<file path="config.mk">
export PLATFORM = sky130hd
export DESIGN_NAME = sorted_priority_queue_top
export DESIGN_NICKNAME = d
export VERILOG_FILES = /design/src/hw/rtl/spq_pkg.sv /design/src/hw/rtl/spq_cell.sv /design/src/hw/rtl/sorted_priority_queue_top.sv
export SDC_FILE = /design/constraint.sdc
export NUM_CORES = 2
export LEC_CHECK = 0
export ABC_CLOCK_PERIOD_IN_PS = 5200
export BUFFER_PORTS_ARGS = -buffer_cell sky130_fd_sc_hd__clkbuf_2
export CAP_MARGIN = 30
export CELL_PAD_IN_SITES_DETAIL_PLACEMENT = 0
export CELL_PAD_IN_SITES_GLOBAL_PLACEMENT = 2
export CORE_ASPECT_RATIO = 0.75
export CORE_MARGIN = 4
export CORE_UTILIZATION = 43
export DETAILED_ROUTE_END_ITERATION = 10
export HOLD_SLACK_MARGIN = 0.12
export PLACE_DENSITY = 0.85
export SYNTH_ARGS = -nofsm -noshare
export SYNTH_HDL_FRONTEND = slang
export SYNTH_HIERARCHICAL = 1
export SYNTH_SLANG_ARGS = --single-unit
</file>
<file path="constraint.sdc">
create_clock -name clock -period 5.2 [get_ports clock]
set_input_delay 0.52 -clock clock [delete_from_list [all_inputs] [get_ports clock]]
set_output_delay 0.52 -clock clock [all_outputs]
set_load 0.05 [all_outputs]
</file>
<file path="src/hw/rtl/spq_pkg.sv">
// ----------------------------------------------------------------------------
// spq_pkg
// types and codes shared by the sorted priority queue modules
// ----------------------------------------------------------------------------
package spq_pkg;

   localparam int DEPTH   = 16;
   localparam int ELEM_W  = 32;
   localparam int PRIO_W  = 16;
   localparam int COUNT_W = $clog2(DEPTH + 1);

   localparam logic [1:0] CMD_QUERY = 2'd0;
   localparam logic [1:0] CMD_ENQ   = 2'd1;
   localparam logic [1:0] CMD_DEQ   = 2'd2;

   localparam logic [1:0] ERR_NONE  = 2'd0;
   localparam logic [1:0] ERR_EMPTY = 2'd1;
   localparam logic [1:0] ERR_FULL  = 2'd2;

   typedef struct packed {
      logic [1:0]        command;
      logic [ELEM_W-1:0] element;
      logic [PRIO_W-1:0] priority_req;
   } req_type;

   typedef struct packed {
      logic [ELEM_W-1:0]  front_element;
      logic [PRIO_W-1:0]  front_priority;
      logic [COUNT_W-1:0] count;
      logic               empty_res;
      logic               full_res;
      logic [1:0]         error;
   } rsp_type;

   typedef struct packed {
      logic              valid;
      logic [PRIO_W-1:0] prio;
      logic [ELEM_W-1:0] elem;
   } entry_type;

   typedef struct packed {
      logic              enq;
      logic              deq;
      logic [PRIO_W-1:0] prio;
      logic [ELEM_W-1:0] elem;
   } cell_ctrl_type;

endpackage

</file>
<file path="src/hw/rtl/spq_cell.sv">
// ----------------------------------------------------------------------------
// spq_cell
// one slot of the sorted chain: compares against the incoming priority and
// takes the new entry, its upstream neighbor or its downstream neighbor
// ----------------------------------------------------------------------------
module spq_cell (
   input  logic                  clock,
   input  logic                  reset,
   input  spq_pkg::cell_ctrl_type ctrl,
   input  spq_pkg::entry_type    prev_entry,
   input  logic                  prev_gt,
   input  spq_pkg::entry_type    next_entry,
   output spq_pkg::entry_type    entry,
   output logic                  gt
);

   spq_pkg::entry_type entry_ff;
   spq_pkg::entry_type entry_in;
   logic               take_new;

   // stored entry is served after the incoming one
   assign gt       = entry_ff.valid && (entry_ff.prio > ctrl.prio);
   assign take_new = (!entry_ff.valid || gt) && prev_entry.valid && !prev_gt;

   always_comb begin
      entry_in = entry_ff;
      if (ctrl.enq) begin
         if (prev_gt) begin
            entry_in = prev_entry;
         end else if (take_new) begin
            entry_in.valid = 1'b1;
            entry_in.prio  = ctrl.prio;
            entry_in.elem  = ctrl.elem;
         end
      end else if (ctrl.deq) begin
         entry_in = next_entry;
      end
   end

   always_ff @(posedge clock) begin
      entry_ff.prio <= entry_in.prio;
      entry_ff.elem <= entry_in.elem;
      if (reset) begin
         entry_ff.valid <= 1'b0;
      end else begin
         entry_ff.valid <= entry_in.valid;
      end
   end

   assign entry = entry_ff;

endmodule

</file>
<file path="src/hw/rtl/sorted_priority_queue_top.sv">
// ----------------------------------------------------------------------------
// sorted_priority_queue_top
// bounded priority queue held as a sorted chain of cells
// ----------------------------------------------------------------------------
// A command (query, enqueue, dequeue) is taken when start is high and busy is
// low; busy is high during reset and in the cycle after it. Every command
// gives one result in the next cycle, shown for a single cycle with rsp_valid
// and not held for the receiver. A new command may follow in every cycle: all
// cells compare the incoming priority in parallel and shift or load together,
// so the cell chain sets a rate of one command per clock. Lower priority
// values are served first, equal priorities in arrival order.
// ----------------------------------------------------------------------------
module sorted_priority_queue_top (
   input  logic             clock,
   input  logic             reset,
   input  logic             start,
   output logic             busy,
   input  spq_pkg::req_type req_data,
   output logic             rsp_valid,
   output spq_pkg::rsp_type rsp_data
);

   localparam int CNT_W = spq_pkg::COUNT_W;

   spq_pkg::entry_type    cell_entry [spq_pkg::DEPTH];
   logic                  cell_gt    [spq_pkg::DEPTH];
   spq_pkg::cell_ctrl_type ctrl;

   logic [CNT_W-1:0] count_ff;
   logic [CNT_W-1:0] count_in;
   logic [1:0]       error_ff;
   logic [1:0]       error_in;
   logic             rsp_valid_ff;
   logic             busy_ff;
   logic             accept;
   logic             full;
   logic             empty;

   assign accept = start && !busy_ff;
   assign full   = (count_ff == CNT_W'(spq_pkg::DEPTH));
   assign empty  = (count_ff == '0);

   always_comb begin
      ctrl.enq = accept && (req_data.command == spq_pkg::CMD_ENQ) && !full;
      ctrl.deq = accept && (req_data.command == spq_pkg::CMD_DEQ) && !empty;
      ctrl.prio = req_data.priority_req;
      ctrl.elem = req_data.element;
   end

   always_comb begin
      count_in = count_ff;
      error_in = spq_pkg::ERR_NONE;
      if (ctrl.enq) begin
         count_in = count_ff + 1'b1;
      end else if (ctrl.deq) begin
         count_in = count_ff - 1'b1;
      end
      case (req_data.command)
         spq_pkg::CMD_ENQ: begin
            if (full) begin
               error_in = spq_pkg::ERR_FULL;
            end
         end
         spq_pkg::CMD_DEQ: begin
            if (empty) begin
               error_in = spq_pkg::ERR_EMPTY;
            end
         end
         default: begin
            error_in = spq_pkg::ERR_NONE;
         end
      endcase
   end

   genvar g;
   generate
      for (g = 0; g < spq_pkg::DEPTH; g++) begin : g_cell
         spq_pkg::entry_type prev_entry;
         spq_pkg::entry_type next_entry;
         logic               prev_gt;

         if (g == 0) begin : g_head
            // head sentinel: always valid, never behind the new entry
            assign prev_entry = '{valid: 1'b1, prio: '0, elem: '0};
            assign prev_gt    = 1'b0;
         end else begin : g_body
            assign prev_entry = cell_entry[g-1];
            assign prev_gt    = cell_gt[g-1];
         end

         if (g == spq_pkg::DEPTH - 1) begin : g_tail
            assign next_entry = '{valid: 1'b0, prio: '0, elem: '0};
         end else begin : g_link
            assign next_entry = cell_entry[g+1];
         end

         spq_cell u_cell (
            .clock      (clock),
            .reset      (reset),
            .ctrl       (ctrl),
            .prev_entry (prev_entry),
            .prev_gt    (prev_gt),
            .next_entry (next_entry),
            .entry      (cell_entry[g]),
            .gt         (cell_gt[g])
         );
      end
   endgenerate

   always_ff @(posedge clock) begin
      if (reset) begin
         count_ff     <= '0;
         error_ff     <= spq_pkg::ERR_NONE;
         rsp_valid_ff <= 1'b0;
         busy_ff      <= 1'b1;
      end else begin
         busy_ff      <= 1'b0;
         rsp_valid_ff <= accept;
         if (accept) begin
            count_ff <= count_in;
            error_ff <= error_in;
         end
      end
   end

   always_comb begin
      rsp_data.front_element  = cell_entry[0].valid ? cell_entry[0].elem : '0;
      rsp_data.front_priority = cell_entry[0].valid ? cell_entry[0].prio : '0;
      rsp_data.count          = count_ff;
      rsp_data.empty_res      = empty;
      rsp_data.full_res       = full;
      rsp_data.error          = error_ff;
   end

   assign rsp_valid = rsp_valid_ff;
   assign busy      = busy_ff;

endmodule

</file>
# After elaboration in Yosys (flattened, before gate mapping)

Cells that the tools add are included.

Add/sub/neg operators: 2
Order comparisons: 16
Equal/unequal tests: 19
Multiplexer cells: 71
Reductions and logical operators: 120

Operators by type and width:

| kind                                                  | number |
|---|---|
| 2-to-1 mux 49 bit                                     | 63 |
| greater-than comparator 16 bit                        | 16 |
| logical AND 1 bit                                     | 51 |
| inequality test 3 x 1 -> 1 bit, second input constant | 15 |
| logical NOT 1 bit                                     | 34 |
| AND reduction 2 bit                                   | 17 |
| 2-to-1 mux 32 bit                                     | 1 |
| logical OR 1 bit                                      | 16 |
| 2-to-1 mux 16 bit                                     | 1 |
| 2-to-1 mux 5 bit                                      | 2 |
| adder 5 x 1 -> 5 bit, second input constant           | 1 |
| equality test 5 bit, second input constant            | 1 |
| logical NOT 5 bit                                     | 1 |
| subtractor 5 x 1 -> 5 bit, second input constant      | 1 |
| case mux 2 bit (2 select lines)                       | 1 |
| equality test 2 x 1 -> 1 bit, second input constant   | 1 |
| equality test 2 bit, second input constant            | 1 |
| 2-to-1 mux 1 bit                                      | 2 |
| 2-to-1 mux 2 bit                                      | 1 |
| inequality test 2 x 1 -> 1 bit, second input constant | 1 |
| nonzero test 2 bit                                    | 1 |

Register bits: 793
Output and inout port bits: 59

# Logic depth before layout (Yosys ltp)

Depth in word-level cells: 8
Depth in mapped cells: 12
Gate-level depth less buffers: 11

# Modules after synthesis

Netlist, hierarchy kept.

By module, submodules not included:

| module                          | instances | cells each | area an instance (µm²) | seq. area each (µm²) |
|---|---|---|---|---|
| spq_cell (g_cell[0].u_cell ...) | 8         | 277        | 2945.3                 | 1461.4 |
| spq_cell (g_cell[2].u_cell ...) | 8         | 277        | 2937.8                 | 1461.4 |
| sorted_priority_queue_top       | 1         | 124        | 957.2                  | 180.2 |

# Worst setup path before layout

Ideal clock, no wire load.

Path type: register to register
Start point: register count_ff[0]
End point: register g_cell[0].u_cell.entry_ff (netlist bit g_cell[0].u_cell/entry[48])
Library setup time: 0.122 ns
Arrival: 4.245 ns
Required time: 5.078 ns
Setup slack: 0.833 ns
Stages on the path, launching flop included: 7
Clock period less this slack: 4.367 ns
Cell sequence: dfxtp_1 or4_4 o21ai_4 nor2_1 o21ai_0 o31ai_4 mux2_4

RTL lines:

| item                     | RTL line                         | text |
|---|---|---|
| start: declaration       | sorted_priority_queue_top.sv:29  | `logic [CNT_W-1:0] count_ff;` |
| start signal: assignment | sorted_priority_queue_top.sv:120 | `count_ff <= count_in;` |
| end: declaration         | spq_cell.sv:17                   | `spq_pkg::entry_type entry_ff;` |

==> results_dict.tcl <==
set metrics [dict create \
    clk_transition_reported_paths_ns 0.06 \
    initial_core_utilization_pct 43.61 \
    hold_viol 0 \
    root_buffer "clkbuf_16" \
    number_of_antenna_violations_at_the_first_check_in_global_routing 0 \
    grt_start_max_net_pins 247 \
    placed_area_sq_um 50270 \
    critical_path_buffer_and_inverter_count 3 \
    critical_path.endpoint_type "flop" \
    cp_slowest_cell "buf_4" \
    top_usage_layer "met1" \
    finish.net_count 4953 \
    grt_pass1_vias 30793 \
    fmaxAchievable_mhz 277.1 \
    initialDrtViolationCount 2818 \
    globalRouteMet3Util_pct 2.742 \
    total_power_mw 14.77 \
    cap_violations 0 \
    rr_worst_depth 9 \
    final_cell_count_no_fill 6153 \
    gr-usage-all-layers_pct 19.78 \
    timing.setup.tns_ns 0 \
    worst_ir_drop_vdd_uv 237.7 \
    ant_nets 0 \
    cts-buffers-inserted 88 \
    timing_max_transition_violations_final 0 \
    row_count 105 \
    wire_per_inst_um 19.26 \
    postSynthAreaPerCell_sq_um 10.54 \
    chipHeight_um 297.4 \
    timing.hold.worst.class "input pin to flop" \
    use_met1_pct 34.38 \
    fillCellCount 10260 \
    timing.critical_path.from_type "input pin" \
    postSynthCellCount 4555 \
    grt_pass1_wl_mm 187.3 \
    count_of_boundary_i_o_pins 112 \
    finalClockSkew_ns 0.03748 \
    ctsResizeCount 0 \
    clock_insertion_delay_worst_skew_ns 0.69 \
    cts_hold_repair_buffers 0 \
    floorplan_die_width_um 393.9 \
    cp_cell_sequence "clkbuf_2, inv_1, ha_1, nand4_1, a311oi_1, a211oi_2, a31oi_2, and2_4, buf_4, mux2i_1, a21oi_1" \
    cts.repair_timing.setup_buffer_count 0 \
    slew_headroom_pct 19.94 \
    buffer_ports.inserted 111 \
    finalWorstPathRequiredPeriod_ns 3.609 \
    setup_repair_after_global_routing_missed_its_margin "false" \
    placed_cells_incl_taps 5991 \
    layout.cell_area.non_filler_sq_um 53090 \
    worst-endpoint-required_ns 5.57 \
    result_of_the_run "completed" \
    critical_path.top_delay_family "buffers and inverters" \
    cts_tree "yes" \
    critical_path_depth 11 \
    global_route.usage.met2_pct 25.31 \
    drc 0 \
    count_of_endpoints_failing_setup_in_the_final_report 0 \
    pwr_density_cell_nw_per_um2 278.2 \
    post_synth_instance_area_sq_um 48010 \
    core_region_area_sq_um 110100 \
    period_share_pct 69.40 \
    ctsHtreeMaxLevel 3 \
    critical_path_peak_fanout 49 \
    syn_to_final_growth_pct 10.58 \
    worst_pin_slew_ns 1.201 \
    detailroute.via_count 32764 \
    leakagePower_nw 18.92 \
    globalRouteOverflowTotal 0 \
    place.detailed.hpwl_mm 82.60 \
    drt_wl_total_mm 118.5 \
    cts.path.max_buffers 3 \
    post_route_cells_drive_above_1_share_pct 8.409 \
    worst_hold_path.num_cells 4 \
    place_congestion 0.7987 \
    drt_pre_antenna_iters 5 \
    clock_sink_count 793 \
    path_class "input pin to flop" \
    dieArea_sq_um 117100 \
    avgViaCountPerCell 5.325 \
    max_stage_delay_ns 0.67 \
    ys.warnings.count 6 \
    antenna-diode-count 0 \
    cp_data_arrival_time_ns 3.98 \
]
[placed cells by master, fill, tap and decap left out, types with 12 or more instances in the layout]
master	instances
a21oi_1	875
nor2_1	796
mux2i_1	778
edfxtp_1	768
ha_1	261
inv_1	260
clkbuf_2	111
conb_1	101
clkbuf_16	89
nand2_1	68
nand4_1	57
and2_1	48
o21ai_0	48
buf_4	38
clkinv_1	32
buf_12	26
dfxtp_1	25
nand2b_1	20
nor2b_1	19
nand3_1	18
o211ai_1	17
nand4_2	16
nor4_1	16
o21a_1	16
a211oi_2	16
o22ai_1	16
clkbuf_1	13
clkinv_2	12
[registers in the layout, summed over array words and instances (netlist names)]
register / cells
busy: 1
error_ff: 2
count_ff: 5
g_cell.u_cell/entry: 784
rsp_valid: 1
[area by class of cell]
type	instances	area, sq um	area share [%]
Inverter	261	987.2	1.859
Tap cell	1444	1807	3.403
Clock inverter	58	513.0	0.9662
Sequential cell	793	23560	44.38
Multi-Input combinational cell	3319	22570	42.52
Timing Repair Buffer	175	1361	2.564
Clock buffer	103	2290	4.312
[through the flow]
stage	utilization (%)	hold WS, ns	setup slack (ns)
after global routing	48.23	0.2509	1.440
after CTS	48.21	0.1977	1.662
after detailed placement	45.66	0.4491	0.9392
after global placement	45.66	0.4416	0.9771
final	48.23	0.2555	1.591
after floorplan	-	0.5377	0.8329
[power by group]
group / total [mW] / leakage (nW) / switching [mW] / internal (mW)
Sequential: 7.29 / 7.15 / 0.104 / 7.19
Combinational: 1.38 / 10.4 / 0.910 / 0.465
Clock: 6.11 / 1.35 / 2.73 / 3.38
Total: 14.8 / 18.9 / 3.74 / 11.0
[final timing paths]
kind                              start                    endpoint  slack (ns)
min reg2reg                 error_ff[1]                 error_ff[1]        0.45
min                               start                 error_ff[1]        0.26
max reg2reg  g_cell[8].u_cell/entry[43]  g_cell[9].u_cell/entry[10]        1.76
max                        req_data[11]  g_cell[9].u_cell/entry[10]        1.59
[worst min-delay path, cell delays in order]
cell      delay (ns)
clkbuf_2        0.09
nor2b_1         0.13
nand3_1         0.08
a21oi_1         0.06
[routing by layer]
| metal | wire (um) | vias to the layer above |
|---|---|---|
| li1 | - | 16743 |
| met3 | 6369 | 106 |
| met4 | 1589 | 0 |
| met1 | 66560 | 15147 |
| met5 | 0 | - |
| met2 | 44000 | 768 |
(Power assumes the default switching activity.)
